[config.mk]
export PLATFORM = sky130hd
export DESIGN_NAME = timed_flush_sequencer
export DESIGN_NICKNAME = d
export VERILOG_FILES = /design/src/rtl/tfs_pkg.sv /design/src/rtl/timed_flush_sequencer.sv /design/src/rtl/tfs_req.sv /design/src/rtl/tfs_seq.sv
export SDC_FILE = /design/constraint.sdc
export NUM_CORES = 1
export LEC_CHECK = 0
export BUFFER_PORTS_ARGS = -buffer_cell sky130_fd_sc_hd__buf_2
export CAP_MARGIN = 10
export CORE_MARGIN = 3
export CORE_UTILIZATION = 62
export CTS_BUF_LIST = sky130_fd_sc_hd__clkbuf_16
export CTS_CLUSTER_SIZE = 10
export DETAILED_ROUTE_END_ITERATION = 7
export PLACE_DENSITY = 0.77
export SLEW_MARGIN = 15
export SYNTH_ARGS = -nofsm -noshare
export SYNTH_HDL_FRONTEND = slang
export SYNTH_SLANG_ARGS = --single-unit
[constraint.sdc]
create_clock -name clk -period 4.4 [get_ports clk]
set_clock_uncertainty 0.1 [all_clocks]
set_input_delay 0.44 -clock clk [delete_from_list [all_inputs] [get_ports clk]]
set_output_delay 0.44 -clock clk [all_outputs]
set_load 0.01 [all_outputs]
[src/rtl/tfs_pkg.sv]
`default_nettype none
// ----------------------------------------------------------------------------
// tfs_pkg - shared types and constants of the timed flush sequencer
// Step codes, register indexes, drain status codes and the structs that
// pass between the request tracker and the step sequencer.
// ----------------------------------------------------------------------------
package tfs_pkg;

	localparam int unsigned CfgIdxW = 3;
	localparam int unsigned CfgDataW = 32;
	localparam int unsigned StepCntW = 16;
	localparam int unsigned TickCntW = 32;
	localparam int unsigned ReqW = 3;

	// register indexes on the configuration port
	localparam logic [CfgIdxW-1:0] CFG_STEP_DELAY = 3'd0;
	localparam logic [CfgIdxW-1:0] CFG_HOLD = 3'd1;
	localparam logic [CfgIdxW-1:0] CFG_DRAIN_FLUSH = 3'd2;
	localparam logic [CfgIdxW-1:0] CFG_IDLE_LIMIT = 3'd3;
	localparam logic [CfgIdxW-1:0] CFG_SINCE_LIMIT = 3'd4;

	// register reset values
	localparam logic [StepCntW-1:0] RST_STEP_DELAY = 16'd5;
	localparam logic [StepCntW-1:0] RST_HOLD = 16'd1800;
	localparam logic [StepCntW-1:0] RST_DRAIN_FLUSH = 16'd30;
	localparam logic [TickCntW-1:0] RST_IDLE_LIMIT = 32'd216000;
	localparam logic [TickCntW-1:0] RST_SINCE_LIMIT = 32'd864000;

	// fixed wait before the close command step
	localparam logic [StepCntW-1:0] CLOSE_WAIT_TICKS = 16'd20;

	// qualifying values of the caller off and on conditions
	localparam logic [7:0] OFF_QUALIFY = 8'h00;
	localparam logic [7:0] ON_QUALIFY = 8'h01;

	// drain motor status codes
	localparam logic [1:0] DRAIN_OPEN = 2'd1;
	localparam logic [1:0] DRAIN_CLOSED = 2'd2;

	// request flag bits
	localparam int unsigned REQ_POWER_ON = 0;
	localparam int unsigned REQ_IDLE = 1;
	localparam int unsigned REQ_PERIODIC = 2;

	typedef enum logic [3:0] {
		ST_PREP_A      = 4'd0,
		ST_PREP_B      = 4'd1,
		ST_PREP_C      = 4'd2,
		ST_HOLD        = 4'd3,
		ST_OPEN_WAIT   = 4'd4,
		ST_DRAIN_FLUSH = 4'd5,
		ST_CLOSE_DELAY = 4'd6,
		ST_CLOSE_CMD   = 4'd7,
		ST_CLOSE_WAIT  = 4'd8,
		ST_SETTLE      = 4'd9,
		ST_DONE        = 4'd10
	} step_t;

	typedef struct packed {
		logic [7:0] off_state;
		logic [7:0] on_state;
		logic       feed_valve_on;
		logic       other_flush_active;
		logic       filters_present;
		logic       tank_sterilize_active;
		logic       self_test_active;
		logic       acid_clean_active;
		logic [1:0] drain_status;
	} in_item_t;

	// request tracker to sequencer
	typedef struct packed {
		logic active;
		logic abort_hold;
	} req_ctl_t;

	// sequencer to request tracker and result
	typedef struct packed {
		logic running;
		logic done;
		logic open_cmd;
		logic close_cmd;
	} seq_stat_t;

endpackage
`default_nettype wire

[src/rtl/timed_flush_sequencer.sv]
`default_nettype none
// ----------------------------------------------------------------------------
// timed_flush_sequencer - flush request tracker and timed valve sequencer
// Each item is one tick; every tick yields one result item with the step,
// status pulses and pending requests after that tick.
// ----------------------------------------------------------------------------
//
//  channel  handshake                   payload
//  -------  --------------------------  ---------------------------------------
//  in       in_valid / in_ready         off_state .. drain_status (one tick)
//  out      out_valid / out_ready       seq_step .. pending_requests
//  cfg      cfg_wr_en (no back-pressure) cfg_index, cfg_data
//
//  An accepted item is registered in the input register; the tick is
//  evaluated from there into the result register, from which its result is
//  offered. One item per cycle is sustained while results are taken: the
//  input stage refills in the cycle it empties into the result register. A
//  stalled result holds both stages; nothing is dropped. Reset clears the
//  counters, requests, step state and loads the register defaults.
//
`default_nettype none
module timed_flush_sequencer (
	input  wire logic                             clk,
	input  wire logic                             arst_n,
	// tick channel
	input  wire logic                             in_valid,
	output logic                                  in_ready,
	input  wire logic [7:0]                       off_state,
	input  wire logic [7:0]                       on_state,
	input  wire logic                             feed_valve_on,
	input  wire logic                             other_flush_active,
	input  wire logic                             filters_present,
	input  wire logic                             tank_sterilize_active,
	input  wire logic                             self_test_active,
	input  wire logic                             acid_clean_active,
	input  wire logic [1:0]                       drain_status,
	// result channel
	output logic                                  out_valid,
	input  wire logic                             out_ready,
	output logic [3:0]                            seq_step,
	output logic                                  flush_running,
	output logic                                  flush_done,
	output logic                                  open_drain_cmd,
	output logic                                  close_drain_cmd,
	output logic [2:0]                            pending_requests,
	// configuration
	input  wire logic                             cfg_wr_en,
	input  wire logic [tfs_pkg::CfgIdxW-1:0]      cfg_index,
	input  wire logic [tfs_pkg::CfgDataW-1:0]     cfg_data
);
	import tfs_pkg::*;

	// configuration registers
	logic [StepCntW-1:0] step_delay_q;
	logic [StepCntW-1:0] hold_q;
	logic [StepCntW-1:0] drain_flush_q;
	logic [TickCntW-1:0] idle_limit_q;
	logic [TickCntW-1:0] since_limit_q;

	// input stage
	in_item_t item_s1;
	logic     valid_s1;

	// result stage
	logic        out_valid_q;
	logic [3:0]  seq_step_q;
	logic        running_q;
	logic        done_q;
	logic        open_q;
	logic        close_q;
	logic [2:0]  pending_q;

	logic        in_fire;
	logic        out_free;
	logic        fire;
	req_ctl_t    ctl;
	seq_stat_t   stat;
	step_t       step_next;
	logic [ReqW-1:0] pending_d;

	// the result register is free when empty or being emptied this cycle
	assign out_free = !out_valid_q || out_ready;
	assign fire = valid_s1 && out_free;
	assign in_ready = !valid_s1 || out_free;
	assign in_fire = in_valid && in_ready;

	// configuration writes; indexes past the list are ignored
	always_ff @(posedge clk or negedge arst_n) begin
		if (!arst_n) begin
			step_delay_q <= RST_STEP_DELAY;
			hold_q <= RST_HOLD;
			drain_flush_q <= RST_DRAIN_FLUSH;
			idle_limit_q <= RST_IDLE_LIMIT;
			since_limit_q <= RST_SINCE_LIMIT;
		end else if (cfg_wr_en) begin
			case (cfg_index)
				CFG_STEP_DELAY:  step_delay_q <= cfg_data[StepCntW-1:0];
				CFG_HOLD:        hold_q <= cfg_data[StepCntW-1:0];
				CFG_DRAIN_FLUSH: drain_flush_q <= cfg_data[StepCntW-1:0];
				CFG_IDLE_LIMIT:  idle_limit_q <= cfg_data[TickCntW-1:0];
				CFG_SINCE_LIMIT: since_limit_q <= cfg_data[TickCntW-1:0];
				default: begin
				end
			endcase
		end
	end

	// input stage: hold the tick until the evaluation can move it on
	always_ff @(posedge clk or negedge arst_n) begin
		if (!arst_n) begin
			valid_s1 <= 1'b0;
		end else if (in_fire) begin
			valid_s1 <= 1'b1;
		end else if (fire) begin
			valid_s1 <= 1'b0;
		end
	end

	always_ff @(posedge clk) begin
		if (in_fire) begin
			item_s1.off_state <= off_state;
			item_s1.on_state <= on_state;
			item_s1.feed_valve_on <= feed_valve_on;
			item_s1.other_flush_active <= other_flush_active;
			item_s1.filters_present <= filters_present;
			item_s1.tank_sterilize_active <= tank_sterilize_active;
			item_s1.self_test_active <= self_test_active;
			item_s1.acid_clean_active <= acid_clean_active;
			item_s1.drain_status <= drain_status;
		end
	end

	// request tracking: raise requests, latch the start on a new qualify
	tfs_req u_req (
		.clk         (clk),
		.arst_n      (arst_n),
		.fire        (fire),
		.item        (item_s1),
		.idle_limit  (idle_limit_q),
		.since_limit (since_limit_q),
		.seq_done    (stat.done),
		.ctl         (ctl),
		.pending     (pending_d)
	);

	// step sequencing: advance the valve sequence one tick
	tfs_seq u_seq (
		.clk          (clk),
		.arst_n       (arst_n),
		.fire         (fire),
		.ctl          (ctl),
		.drain_status (item_s1.drain_status),
		.step_delay   (step_delay_q),
		.hold         (hold_q),
		.drain_flush  (drain_flush_q),
		.stat         (stat),
		.step_next    (step_next)
	);

	// result stage: load on evaluation, drop once taken
	always_ff @(posedge clk or negedge arst_n) begin
		if (!arst_n) begin
			out_valid_q <= 1'b0;
		end else if (fire) begin
			out_valid_q <= 1'b1;
		end else if (out_ready) begin
			out_valid_q <= 1'b0;
		end
	end

	always_ff @(posedge clk) begin
		if (fire) begin
			seq_step_q <= 4'(step_next);
			running_q <= stat.running;
			done_q <= stat.done;
			open_q <= stat.open_cmd;
			close_q <= stat.close_cmd;
			pending_q <= pending_d;
		end
	end

	assign out_valid = out_valid_q;
	assign seq_step = seq_step_q;
	assign flush_running = running_q;
	assign flush_done = done_q;
	assign open_drain_cmd = open_q;
	assign close_drain_cmd = close_q;
	assign pending_requests = pending_q;

	assert property (@(posedge clk) disable iff (!arst_n)
		out_valid_q && done_q |-> pending_q == '0 && seq_step_q == 4'(ST_PREP_A))
		else $error("timed_flush_sequencer: completion left requests or a step");

	assert property (@(posedge clk) disable iff (!arst_n)
		out_valid_q |-> !(running_q && done_q))
		else $error("timed_flush_sequencer: running and done in one result");

endmodule
`default_nettype wire

[src/rtl/tfs_req.sv]
`default_nettype none
// ----------------------------------------------------------------------------
// tfs_req - flush request tracker
// Keeps the power-on, idle and periodic requests, the idle and since-flush
// counters, and the qualify edge detector that latches a sequence start.
// ----------------------------------------------------------------------------
module tfs_req (
	input  wire logic                            clk,
	input  wire logic                            arst_n,
	input  wire logic                            fire,
	input  wire tfs_pkg::in_item_t               item,
	input  wire logic [tfs_pkg::TickCntW-1:0]    idle_limit,
	input  wire logic [tfs_pkg::TickCntW-1:0]    since_limit,
	input  wire logic                            seq_done,
	output tfs_pkg::req_ctl_t                    ctl,
	output logic [tfs_pkg::ReqW-1:0]             pending
);
	import tfs_pkg::*;

	logic                power_on_seen_q;
	logic [ReqW-1:0]     flags_q;
	logic [TickCntW-1:0] idle_cnt_q;
	logic [TickCntW-1:0] since_cnt_q;
	logic                armed_q;
	logic                start_q;

	logic [ReqW-1:0]     flags_mid;
	logic [TickCntW-1:0] idle_inc;
	logic [TickCntW-1:0] idle_d;
	logic [TickCntW-1:0] since_inc;
	logic [TickCntW-1:0] since_d;
	logic                armed_d;
	logic                start_mid;
	logic                qualify;

	always_comb begin
		flags_mid = flags_q;
		// one-time power-on request, suppressed while another flush runs
		if (!power_on_seen_q) begin
			if (item.other_flush_active) begin
				flags_mid[REQ_POWER_ON] = 1'b0;
			end else begin
				flags_mid[REQ_POWER_ON] = 1'b1;
			end
		end

		idle_inc = item.feed_valve_on ? '0 : idle_cnt_q + 1'b1;
		idle_d = idle_inc;
		if (idle_inc >= idle_limit) begin
			idle_d = '0;
			flags_mid[REQ_IDLE] = 1'b1;
		end

		since_inc = since_cnt_q + 1'b1;
		since_d = since_inc;
		if (since_inc >= since_limit) begin
			since_d = '0;
			flags_mid[REQ_PERIODIC] = 1'b1;
		end

		qualify = (item.off_state == OFF_QUALIFY) && (item.on_state == ON_QUALIFY) &&
			!item.other_flush_active && item.filters_present &&
			!item.tank_sterilize_active && !item.self_test_active &&
			!item.acid_clean_active;

		armed_d = armed_q;
		start_mid = start_q;
		if (qualify) begin
			if (armed_q) begin
				armed_d = 1'b0;
				if (flags_mid != '0) begin
					start_mid = 1'b1;
				end
			end
		end else begin
			armed_d = 1'b1;
		end

		ctl.active = (flags_mid != '0) && start_mid;
		ctl.abort_hold = item.other_flush_active || !item.filters_present ||
			item.tank_sterilize_active;

		pending = seq_done ? '0 : flags_mid;
	end

	always_ff @(posedge clk or negedge arst_n) begin
		if (!arst_n) begin
			power_on_seen_q <= 1'b0;
			flags_q <= '0;
			idle_cnt_q <= '0;
			since_cnt_q <= '0;
			armed_q <= 1'b0;
			start_q <= 1'b0;
		end else if (fire) begin
			power_on_seen_q <= 1'b1;
			flags_q <= pending;
			idle_cnt_q <= idle_d;
			since_cnt_q <= seq_done ? '0 : since_d;
			armed_q <= armed_d;
			start_q <= seq_done ? 1'b0 : start_mid;
		end
	end

	// a start is only ever latched against a pending request
	assert property (@(posedge clk) disable iff (!arst_n)
		fire && seq_done |-> flags_mid != '0)
		else $error("tfs_req: sequence finished with no request pending");

endmodule
`default_nettype wire

[src/rtl/tfs_seq.sv]
`default_nettype none
// ----------------------------------------------------------------------------
// tfs_seq - timed valve step sequencer
// Flush sequence with a shared step counter; waits on drain
// status and jumps to the closing steps when an interlock drops in the hold.
// ----------------------------------------------------------------------------
module tfs_seq (
	input  wire logic                            clk,
	input  wire logic                            arst_n,
	input  wire logic                            fire,
	input  wire tfs_pkg::req_ctl_t               ctl,
	input  wire logic [1:0]                      drain_status,
	input  wire logic [tfs_pkg::StepCntW-1:0]    step_delay,
	input  wire logic [tfs_pkg::StepCntW-1:0]    hold,
	input  wire logic [tfs_pkg::StepCntW-1:0]    drain_flush,
	output tfs_pkg::seq_stat_t                   stat,
	output tfs_pkg::step_t                       step_next
);
	import tfs_pkg::*;

	step_t               step_q;
	step_t               step_d;
	logic [StepCntW-1:0] cnt_q;
	logic [StepCntW-1:0] cnt_d;
	logic [StepCntW-1:0] cnt_inc;
	logic [StepCntW-1:0] limit;
	logic                reach;
	step_t               step_adv;

	assign cnt_inc = cnt_q + 1'b1;
	assign reach = cnt_inc >= limit;
	assign step_adv = step_t'(4'(step_q + 4'd1));

	always_comb begin
		case (step_q)
			ST_HOLD:        limit = hold;
			ST_DRAIN_FLUSH: limit = drain_flush;
			ST_CLOSE_DELAY: limit = CLOSE_WAIT_TICKS;
			default:        limit = step_delay;
		endcase
	end

	always_comb begin
		step_d = step_q;
		cnt_d = cnt_q;
		stat = '0;
		if (ctl.active) begin
			case (step_q)
				ST_PREP_A, ST_PREP_B, ST_PREP_C, ST_SETTLE, ST_DRAIN_FLUSH,
				ST_CLOSE_DELAY: begin
					cnt_d = reach ? '0 : cnt_inc;
					step_d = reach ? step_adv : step_q;
				end
				ST_HOLD: begin
					if (reach) begin
						cnt_d = '0;
						step_d = step_adv;
						stat.open_cmd = 1'b1;
					end else if (ctl.abort_hold) begin
						// interlock lost: skip to the closing steps
						cnt_d = '0;
						step_d = ST_CLOSE_DELAY;
					end else begin
						cnt_d = cnt_inc;
					end
				end
				ST_CLOSE_CMD: begin
					cnt_d = reach ? '0 : cnt_inc;
					step_d = reach ? step_adv : step_q;
					stat.close_cmd = reach;
				end
				ST_OPEN_WAIT: begin
					if (drain_status == DRAIN_OPEN) begin
						cnt_d = '0;
						step_d = ST_DRAIN_FLUSH;
					end
				end
				ST_CLOSE_WAIT: begin
					if (drain_status == DRAIN_CLOSED) begin
						cnt_d = '0;
						step_d = ST_SETTLE;
					end
				end
				ST_DONE: begin
					cnt_d = '0;
					step_d = ST_PREP_A;
					stat.done = 1'b1;
				end
				default: begin
					// unused step code: restart without finishing
					cnt_d = '0;
					step_d = ST_PREP_A;
				end
			endcase
			stat.running = !stat.done;
		end else begin
			// no start: drop back to the first step, keep the count
			step_d = ST_PREP_A;
		end
		step_next = step_d;
	end

	always_ff @(posedge clk or negedge arst_n) begin
		if (!arst_n) begin
			step_q <= ST_PREP_A;
			cnt_q <= '0;
		end else if (fire) begin
			step_q <= step_d;
			cnt_q <= cnt_d;
		end
	end

	assert property (@(posedge clk) disable iff (!arst_n)
		fire && stat.done |-> step_q == ST_DONE)
		else $error("tfs_seq: done outside the final step");

	assert property (@(posedge clk) disable iff (!arst_n)
		fire && stat.open_cmd |=> step_q == ST_OPEN_WAIT)
		else $error("tfs_seq: open command did not lead to the open wait");

	assert property (@(posedge clk) disable iff (!arst_n)
		fire && stat.close_cmd |-> step_q == ST_CLOSE_CMD && ctl.active)
		else $error("tfs_seq: close command outside its step");

endmodule
`default_nettype wire
==> reports/results.ini, run 1 <==
[route]
routed_wire_length_per_instance_um=19.3
drt.antenna.violating_nets=0
detail_route.drc_violations=0
drt_iter0_drc=796
wirelength_mm=33.2
routed-via-count=10570
post_drt_via_cell_ratio=6.16
router_iterations_before_antenna_repair=5

[pwr]
powerDensity_nw_per_um2=397
design_power_total_uw=6110
static-leakage-power_uw=0.00682
max-vdd-ir-drop_v=0.000357

[synth]
synth-edff-count=35
synthesis.nets=1446
netlist_top_cells_area=dfrtp_1 34%, ha_1 8.2%, edfxtp_1 7.9%, mux2_2 7.4%, dfstp_2 5.2%
yosys_register_bits=239
synth.largest_area_cell=dfrtp_1
syn_warnings=0
count_of_distinct_cell_types_in_the_synthesized_netlist=80
yosysTopAreaCellShare_pct=33.6
synth_area_per_cell_um2=10.2
synth-seq-area-share_pct=46.7
postSynth.asyncResetShare_pct=85.4
synthesis.area_um2=13300
synth_cells=1295
yosys_most_used_dff=dfrtp_1

[finish]
drive_gt1_share_pct=22.4
layout.filler_cells=1439
nets=1576
layout.cells.non_filler=1717
areaGrowthSynthToFinish_pct=16.2
diodes=0

[floorplanning]
fp.dieW_um=152
fp.dieArea_um2=23200
start_util_pct=64.3
core_um2=20600
row_count=52
boundaryPins=77
die_height_um=152

[critical_path]
required_time_of_the_worst_setup_path_ns=4.71
cp_max_fo=14
end_kind=flip-flop
arrival_ns=4.59
crit_path_start_kind=flip-flop
setup.worst_path.class=reg -> reg

[clock_network]
ctsLongestPathBuffers=3
cts.htree.levels=1
clkSlewWorstSetupHoldPaths_ns=0.06
cts_sinks=239
cts_buffers=28
clkLatencyLatePin_ns=0.54
clockRootBuffer=clkbuf_16
clock_tree_from_tritoncts=done

[sta]
fin_hold_ws_ns=0.0211
finalCritPeriodShare_pct=97.1
maxSlewViolCount=0
number_of_failing_hold_endpoints_at_the_final_stage=0
layout_min_cycle_time_ns=4.27
max_slew.worst_pin.slew_ns=1.06
maxClockFrequency_mhz=234
maxSlewHeadroom_pct=29.4
timing.final.setup_violations=0

[placement]
place_congestion=0.907
post-place-cells=1624
portBuffers=76
dp.final_hpwl_mm=22.4

[flow_run]
maxCapViolations=0

[global_route]
first_pass_grt_wire_length_mm=53.1
largest_net_degree_at_the_start_of_global_routing=108
overflow=0
groute.usage.overall_pct=27.8
grt_antenna_before_repair=0
first_global_vias=10369

[status]
run_status=finished clean

[worst_hold_path]
class_of_the_worst_hold_path=in -> reg

-- synthesized netlist by cell type (6+ instances only) --
cell      instances
or2_2             7
a21oi_1          53
nand2_1         153
and3_1           14
o41ai_1           9
dfrtp_1         178
inv_1            92
mux2_2           87
xnor2_1          35
dfstp_2          26
ha_1             87
nor2_1           58
o21ai_0          77
a222oi_1         14
o211ai_1         10
and4_1           10
edfxtp_1         35
nand3_1          57
o22ai_1          13
nor3b_1           7
a31oi_1           8
nor2b_1          10
a22o_1           20
a211oi_1          7
clkbuf_1         37
nand4_1          30
xor2_1           24
a221oi_1          6
nor4_1            9
nor3_1           18
and2_1            9
nand2b_1         14
-- final timing paths --
| kind | slack (ns) | endpoint | depth (start not counted) | start |
|---|---|---|---|---|
| worst max-delay path | 0.13 | u_seq.cnt_q[2] | 15 | u_req.since_cnt_q[14] |
| worst min-delay path | 0.02 | valid_s1 | 2 | in_valid |
| worst max register to register | 0.13 | u_seq.cnt_q[2] | 15 | u_req.since_cnt_q[14] |
| worst min register to register | 0.39 | u_req.power_on_seen_q | 1 | u_req.power_on_seen_q |
| max in group asynchronous | 2.77 | idle_limit_q[14] | 3 | arst_n |
| min in group asynchronous | 0.47 | u_req.idle_cnt_q[25] | 2 | arst_n |
-- flip-flops by register name (all words and copies together) (netlist names), 3 cells and up --
register,count
drain_flush_q,16
hold_q,16
idle_limit_q,32
item_s1,24
pending_requests,3
seq_step,4
since_limit_q,32
step_delay_q,16
u_req.flags_q,3
u_req.idle_cnt_q,32
u_req.since_cnt_q,32
u_seq.cnt_q,16
u_seq.step_q,4
-- logic make-up (layout without fill, tap and decap cells) --
kind of cell    after synthesis  after routing  share of synthesized area, %
compound gates              258            259                          13.3
xor+xnor                     59             59                          3.90
fa+ha+maj                    87             87                          8.21
buf+inv                     143            294                          4.36
flops                       239            239                          46.7
mux                          88             88                          7.47
simple gates                421            421                          16.1
-- where the power goes --
| group | switching, µW | internal [µW] |
|---|---|---|
| clock | 872 | 1170 |
| combinational | 727 | 578 |
| sequential | 181 | 2590 |
| total | 1780 | 4330 |
-- routing by layer --
metal | GRT usage, % | up-vias | part of all wire, %
met1 | 38.7 | 5222 | 44
met4 | 7.58 | 0 | 2.6
li1 | - | 4931 | -
met2 | 46.0 | 347 | 48
met5 | 0 | - | 0
met3 | 4.29 | 70 | 6.0
-- area by class of cell --
cell class | count | area, µm² | area share (%)
clock inverter | 23 | 86.3 | 0.561
clock buffer | 29 | 726 | 4.71
multi-input combinational | 914 | 6600 | 42.8
inverter | 93 | 349 | 2.27
timing repair buffer | 149 | 1110 | 7.22
sequential | 239 | 6190 | 40.2
tap | 270 | 338 | 2.19
-- worst max-delay path, stage by stage, from the launching register on --
cell      delay (ns)
dfrtp_2         0.41
nand3_2         0.13
or3_4           0.45
or3_4           0.38
or2_1           0.28
nor3_2          0.19
xor2_1          0.11
ha_1            0.32
nand4_1         0.19
nor4_2          0.42
a221oi_2        0.11
o211ai_1        0.22
a31o_2          0.27
o21ai_4         0.09
buf_12          0.15
a221o_1         0.33
-- through the flow --
stage          TNS, ns  area, µm²  utilization [%]  worst slack [ns]
6_report             0      15400             74.7             0.127
4_1_cts              0      15100             73.3           0.00670
3_5_place_dp         0      14100             68.2            0.0221
5_1_grt         -0.111      15400             74.7           -0.0397
2_1_floorplan        0      13300                -             0.400
3_3_place_gp         0      14100             68.2            0.0143
-- layout by cell type, fill, tap and decap left out, types with 5 or more instances in the layout --
cell type / count
nand3_1: 55
nand4_1: 30
o21ai_0: 76
a221oi_1: 5
or2_2: 7
ha_1: 87
a31oi_1: 8
o41ai_1: 9
xor2_1: 24
a211oi_1: 7
and2_1: 8
nor4_1: 7
nand3_2: 6
nor2_1: 55
dfrtp_1: 175
nand2_1: 152
nor3_1: 15
a21oi_1: 53
mux2_2: 87
a222oi_1: 14
dlygate4sd3_1: 25
nor3b_1: 5
nor3_2: 5
and4_1: 10
dfstp_2: 26
inv_1: 113
buf_12: 7
and3_1: 13
nand2b_1: 14
edfxtp_1: 35
o21ai_2: 5
buf_2: 75
buf_4: 39
o22ai_1: 13
nor2b_1: 10
clkbuf_16: 30
o211ai_1: 10
xnor2_1: 35
a22o_1: 20
-- what timing repair did --
item | CTS | global route
setup endpoints to repair | 3 | 86
gates cloned | 0 | 2
endpoints found under the hold margin | 117 | 1
resized for setup | 0 | 21
pin swaps | 2 | 7
setup buffers | 0 | 14
hold buffers | 24 | 1
No activity file was read; power rests on OpenSTA's default activity.
==> run 2: changes to the inputs <==
--- a/config.mk
+++ b/config.mk
@@ -16,4 +16,5 @@
 export SLEW_MARGIN = 15
 export SYNTH_ARGS = -nofsm -noshare
 export SYNTH_HDL_FRONTEND = slang
+export SYNTH_HIERARCHICAL = 1
 export SYNTH_SLANG_ARGS = --single-unit
==> run 2 against run 1 <==
  * The run now ends with setup timing left
  * Design area grew 7.1%
  * Utilization is 2.8 points higher
  * Critical path depth increased by 8
  * Clock power is essentially flat
  * Count of clock-buffer cells in the layout decreased by 1
  * Sequential share of layout area fell by 2.7 points
  * Sequential power grew 1%
  * Routed wire length shrank 0.47%
  * Non-clock buffer count is 91 higher
  * First-iteration DRC count rose by 0.13%
  * Cell count grew 4.4%
  * Die area up 2.7%
  * Critical path type unchanged
  * Highest routed layer unchanged
==> reports/results.ini, run 2 <==
[clock_network]
cts_sinks=239
ctsLongestPathBuffers=3
clockRootBuffer=clkbuf_16
cts_buffers=28
clkSlewWorstSetupHoldPaths_ns=0.06
clock_tree_from_tritoncts=done
clkLatencyLatePin_ns=0.54
cts.htree.levels=1

[synth]
yosysTopAreaCellShare_pct=32.7
netlist_top_cells_area=dfrtp_1 33%, mux2_2 9.0%, ha_1 8.0%, edfxtp_1 7.7%, dfstp_2 5.0%
yosys_register_bits=239
syn_warnings=6
synthTopCellsByCount=178 x dfrtp_1, 109 x mux2_2, 106 x inv_1
synth.largest_area_cell=dfrtp_1
count_of_distinct_cell_types_in_the_synthesized_netlist=91
synth_cells=1278
yosys_most_used_dff=dfrtp_1
synthesis.area_um2=13600
synth-edff-count=35
yosysMostFrequentCell=dfrtp_1
synth_area_per_cell_um2=10.7
synthesis.nets=1429
synth-seq-area-share_pct=45.4
postSynth.asyncResetShare_pct=85.4

[finish]
diodes=0
multiInputGateArea_um2=6980
mostFrequentLayoutCells=178 x dfrtp_1, 126 x buf_4, 125 x inv_1, 109 x mux2_2, 85 x ha_1
final_design_area_no_fill_um2=16500
nets=1646
areaGrowthSynthToFinish_pct=21.1
sequential_cell_area_um2=6190
mostFrequentLayoutCell=dfrtp_1
drive_gt1_share_pct=30.1
layout.filler_cells=1399

[placement]
portBuffers=76
placement.setup.worst_slack_ns=-0.334
place_congestion=0.887
postPlaceCellArea_um2=15100
dp.final_hpwl_mm=22.6

[sta]
number_of_failing_hold_endpoints_at_the_final_stage=0
layout_min_cycle_time_ns=4.65
maxClockFrequency_mhz=215
max_slew.worst_pin.slew_ns=1.15
maxSlewViolCount=0
finalCritPeriodShare_pct=106
setup_repair_after_global_routing_missed_its_margin=true
crit_path_setup_slack_layout_ns=-0.246
maxSlewHeadroom_pct=23.3
timing.final.setup_violations=51

[route]
routed_wire_length_per_instance_um=18.4
wirelength_mm=33.0
detail_route.drc_violations=0
routed-via-count=10662
drt.antenna.violating_nets=0
router_iterations_before_antenna_repair=5
drt_iter0_drc=797
post_drt_via_cell_ratio=5.95

[critical_path]
cpLargestDelayFamily=simple AND/OR/NAND/NOR gates
worst_path_most_repeated_cell=nor2_1
crit_path_cell_trace=and4_4 -> nand2_2 -> or3_4 -> buf_12 -> nor3_4 -> nand2_1 -> xor2_1 -> nor2_1 -> ha_1 -> nand4_1 -> nor2_1 -> a221oi_1 -> o21ai_1 -> a211oi_2 -> nand3_2 -> o32a_1 -> buf_4 -> a21boi_2 -> nand3_1 -> or2_4 -> nor2_1 -> and4_1 -> a211o_1
critPathBufInv=2
cp_max_fo=6
end_kind=flip-flop
cpMaxStageDelayCell=or3_4
crit_path_start_kind=flip-flop
setup.worst_path.class=reg -> reg
arrival_ns=4.97
required_time_of_the_worst_setup_path_ns=4.72
cp_slowest_stage_delay_ns=0.41

[pwr]
powerDensity_nw_per_um2=372
max-vdd-ir-drop_v=0.000364
static-leakage-power_uw=0.00766

[floorplanning]
fp.dieW_um=154
die_height_um=154
row_count=53
fp.dieArea_um2=23800
core_um2=21300
boundaryPins=77
start_util_pct=64.0

[global_route]
first_pass_grt_wire_length_mm=53.4
first_global_vias=10649
largest_net_degree_at_the_start_of_global_routing=135
groute.usage.overall_pct=27.2
overflow=0
grt_antenna_before_repair=0

[status]
failed_checks=setup timing
run_status=complete, but fails checks

[flow_run]
maxCapViolations=0

[worst_hold_path]
class_of_the_worst_hold_path=in -> reg

run 2: cell count changes after synthesis, sizes merged, moves of 13 or more:
cell,previous run,this run
nand2,153,76
a21oi,56,41
o2bb2ai,2,19
inv,93,106
o21ai,86,73
nor2,58,72
mux2,87,116
run 2: report_power, final:
group / switching [µW] / leakage, µW / internal (µW) / total (µW)
registers: 199 / 0.00288 / 2620 / 2810
clock network: 877 / 0.000459 / 1140 / 2020
logic: 681 / 0.00432 / 626 / 1310
run 2: cells by family after synthesis:
| logic type | synth area share [%] |
|---|---|
| flops | 45.4 |
| mux | 10.3 |
| xor+xnor | 4.37 |
| buf+inv | 5.12 |
| compound gates | 12.1 |
| simple gates | 14.7 |
| fa+ha+maj | 7.99 |
run 2: layout make-up:
class,count,area share (%)
clock inverter,24,0.622
multi-input combinational,880,42.3
clock buffer,28,4.25
inverter,106,2.41
sequential,239,37.5
tap,275,2.09
timing repair buffer,240,10.8
run 2: per-stage QoR:
| stage | total power [µW] | instances | hold slack [ns] | setup TNS, ns | utilization (%) |
|---|---|---|---|---|---|
| after global routing | 6450 | 1792 | 0.0601 | -21.46 | 77.5 |
| final | 6140 | 1792 | 0.0575 | -7.66 | 77.5 |
| after CTS | 6140 | 1786 | 0.0443 | -5.04 | 76.9 |
| after detailed placement | 4100 | 1702 | 0.383 | -10.19 | 71.2 |
| after global placement | 4020 | 1702 | 0.371 | -4.53 | 71.2 |
| after floorplan | 3640 | 1278 | 0.0444 | -5.72 | - |
run 2: per-layer routing:
layer	share of wire, %	track usage [%]	vias to the layer above
met4	2.8	7.99	0
met5	0	0	-
met1	44	38.3	5242
met2	48	44.5	313
li1	-	-	5040
met3	5.2	3.89	67
run 2: repair_timing:
action                                  4_1_cts  5_1_grt
buffers inserted                              6        5
pin swaps                                    17        7
hold endpoints to repair                     92        0
gates resized for setup                      26       24
hold buffers                                 26        0
endpoints found under the setup margin       58       59
gates cloned                                  0        1
run 2: path summary, 6_finish.rpt:
kind                                 startpoint              endpoint  slack (ns)  cells after the start
max                        u_req/idle_cnt_q[10]       u_seq/step_q[2]       -0.25                     23
min reg2reg                    since_limit_q[6]      since_limit_q[6]        0.39                      1
min in group asynchronous                arst_n       u_seq/step_q[1]        0.36                      2
min                                cfg_data[31]      idle_limit_q[31]        0.06                      2
max reg2reg                u_req/idle_cnt_q[10]       u_seq/step_q[2]       -0.25                     23
max in group asynchronous                arst_n  u_req/since_cnt_q[3]        2.76                      3
==> run 3: changes to the inputs <==
--- a/config.mk
+++ b/config.mk
@@ -5,6 +5,7 @@
 export SDC_FILE = /design/constraint.sdc
 export NUM_CORES = 1
 export LEC_CHECK = 0
+export ABC_AREA = 1
 export BUFFER_PORTS_ARGS = -buffer_cell sky130_fd_sc_hd__buf_2
 export CAP_MARGIN = 10
 export CORE_MARGIN = 3
==> run 3 against run 2 <==
  * The flow now finishes without violations
  * Sequential cell count stayed put
  * Cell count is 25% higher
  * Worst setup slack improved by 0.49 ns
  * Total power decreased by 4.0%
  * Area after synthesis increased by 2.9%
  * Utilization shrank 4.6 points
  * Non-clock buffer count down 91
  * First-iteration DRC count grew 12%
  * Maximum frequency up 12%
==> reports/results.ini, run 3 <==
[critical_path]
required_time_of_the_worst_setup_path_ns=4.75
reg2reg_to=u_seq/cnt_q[11]
end_kind=flip-flop
crit_path_start_kind=flip-flop
ff2ff_path_depth=24
ff2ff_setup_slack_ns=0.24
crit_path_cell_trace=ha_2 -> nand3_2 -> nor2_4 -> nand2_2 -> nor4_4 -> nand4_1 -> xor2_1 -> inv_1 -> ha_1 -> nand2_1 -> nor2_2 -> nand4_1 -> nor2_2 -> nand2_1 -> nand4_1 -> nor2_2 -> a21oi_4 -> inv_1 -> buf_4 -> nor3_4 -> nand2_2 -> nor2_4 -> inv_2 -> o21ai_1
cp_slowest_stage_delay_ns=0.41
setup.worst_path.class=reg -> reg
r2r-start=u_req/since_cnt_q[0]
cp_max_fo=9
arrival_ns=4.51
worstSetupPathDepth=24
endpoint=u_seq/cnt_q[11]
cpLargestDelayFamily=simple AND/OR/NAND/NOR gates
cpMaxStageDelayCell=dfrtp_1
startpoint_of_the_worst_setup_timing_path=u_req/since_cnt_q[0]
critPathBufInv=4

[global_route]
largest_net_degree_at_the_start_of_global_routing=116
first_pass_grt_wire_length_mm=59.3
first_global_vias=12118
groute.usage.overall_pct=29.9
grt_antenna_before_repair=0
overflow=0

[finish]
drive_gt1_share_pct=12.9
areaGrowthSynthToFinish_pct=14.5
nets=2084
mostFrequentLayoutCells=591 x nand2_1, 277 x inv_1, 178 x dfrtp_1, 139 x nand3_1, 101 x nor2_1
diodes=0
mostFrequentLayoutCell=nand2_1
final_core_utilization_pct=72.9

[placement]
place_congestion=0.943
placement.setup.worst_slack_ns=-0.0923
portBuffers=76
dp.final_hpwl_mm=25.2

[synth]
synthesis.area_um2=14000
yosysMostFrequentCell=nand2_1
yosys_most_used_dff=dfrtp_1
synth-edff-count=35
netlist_top_cells_area=dfrtp_1 32%, nand2_1 16%, ha_1 7.8%, edfxtp_1 7.5%, inv_1 6.9%
syn_warnings=6
postSynth.asyncResetShare_pct=85.4
yosys_register_bits=239
synth_cells=1804
synthesis.nets=1955
count_of_distinct_cell_types_in_the_synthesized_netlist=49
synth-seq-area-share_pct=44.1
yosysTopAreaCellShare_pct=31.8
synth.largest_area_cell=dfrtp_1
synthTopCellsByCount=593 x nand2_1, 256 x inv_1, 178 x dfrtp_1
synth_area_per_cell_um2=7.77

[pwr]
static-leakage-power_uw=0.00839
max-vdd-ir-drop_v=0.000332
powerDensity_nw_per_um2=367

[floorplanning]
die_height_um=156
fp.dieArea_um2=24500
boundaryPins=77
fp.dieW_um=156
start_util_pct=63.7
row_count=54
core_um2=22000

[clock_network]
cts_buffers=28
clockRootBuffer=clkbuf_16
cts_sinks=239
ctsLongestPathBuffers=3
clock_tree_from_tritoncts=done
cts.htree.levels=1
clkLatencyLatePin_ns=0.54
clkSlewWorstSetupHoldPaths_ns=0.06

[route]
routed-via-count=12400
router_iterations_before_antenna_repair=5
drt.antenna.violating_nets=0
routed_wire_length_per_instance_um=16.3
detail_route.drc_violations=0
drt_iter0_drc=891
post_drt_via_cell_ratio=5.55
wirelength_mm=36.4

[sta]
crit_path_setup_slack_layout_ns=0.241
maxSlewHeadroom_pct=24.8
finalCritPeriodShare_pct=94.5
layout_min_cycle_time_ns=4.16
maxSlewViolCount=0
timing.final.setup_violations=0
number_of_failing_hold_endpoints_at_the_final_stage=0
max_slew.worst_pin.slew_ns=1.13
maxClockFrequency_mhz=240

[worst_hold_path]
class_of_the_worst_hold_path=in -> reg

[flow_run]
maxCapViolations=0

[status]
run_status=finished clean

==> run 3: cell types whose count changed after synthesis, sizes merged, moves of 30 or more <==
cell / change
inv: +157
nand3: +79
mux2: -116
nor2: +51
nand2: +525
xnor2: -43
o22ai: +30
==> run 3: worst min-delay path by stage <==
stage,startpoint,cells after the start,endpoint
finish,cfg_data[23],3,idle_limit_q[23]
global route,cfg_data[23],3,idle_limit_q[23]
CTS,cfg_data[23],3,idle_limit_q[23]
detailed placement,u_req/power_on_seen_q,2,u_req/power_on_seen_q
global placement,u_req/power_on_seen_q,2,u_req/power_on_seen_q
floorplan,arst_n,0,drain_flush_q[0]
==> run 3: logic make-up after synthesis <==
group                      synth area share, %
xor gates and xnor gates                  2.87
DFF                                       44.1
buffers and inverters                     8.94
adders and majority gates                 7.76
muxes                                   0.0714
and+or+nand+nor                           29.9
AOI/OAI and AO/OA                         6.34
==> run 3: power breakdown <==
group	leakage [µW]	switching (µW)	internal (µW)	total, µW
combinational	0.00496	732	401	1130
sequential	0.00296	152	2560	2710
clock	0.000475	879	1170	2050
total	0.00839	1760	4130	5890
==> run 3: timing repair <==
item,in CTS,in global routing
pin swaps,0,11
setup buffers,0,11
endpoints found under the hold margin,59,0
endpoints found under the setup margin,45,55
hold buffers,25,0
gates resized for setup,1,31
==> run 3: final cells by class <==
type,count,area (µm²)
flip-flops and latches,239,6190
inverters,263,987
clock inverters,23,87.6
multi-input cells,1252,6720
clock buffers,29,726
repair buffers,149,1000
well taps,280,350
fillers,1763,5960
==> run 3: worst reg2reg max path: stages, from the launching register on <==
cell     delay [ns]
dfrtp_1        0.41
ha_2           0.22
nand3_2        0.10
nor2_4         0.13
nand2_2        0.10
nor4_4         0.19
nand4_1        0.16
xor2_1         0.23
inv_1          0.06
ha_1           0.27
nand2_1        0.08
nor2_2         0.12
nand4_1        0.16
nor2_2         0.20
nand2_1        0.10
nand4_1        0.21
nor2_2         0.08
a21oi_4        0.16
inv_1          0.07
buf_4          0.16
nor3_4         0.21
nand2_2        0.09
nor2_4         0.19
inv_2          0.12
o21ai_1        0.16
==> run 3: metal layers <==
metal | track usage, % | vias to the layer above | wire length [µm]
met1 | 41.4 | 5889 | 16000
met2 | 49.5 | 398 | 17200
li1 | - | 6040 | -
met4 | 8.59 | 0 | 999
met5 | 0 | - | 0
met3 | 4.12 | 73 | 2300
==> run 3: through the flow <==
| step | total power [µW] | cells | instance area, µm² | hold WS (ns) | setup TNS, ns |
|---|---|---|---|---|---|
| after floorplan | 3430 | 1804 | 14000 | 0.0444 | 0 |
| after global placement | 3750 | 2147 | 14800 | 0.332 | 0 |
| after detailed placement | 3810 | 2147 | 14800 | 0.353 | -1.34 |
| after CTS | 5880 | 2224 | 15900 | 0.0149 | 0 |
| after global routing | 6220 | 2235 | 16100 | 0.0242 | -0.608 |
| final | 5890 | 2235 | 16100 | 0.0320 | 0 |
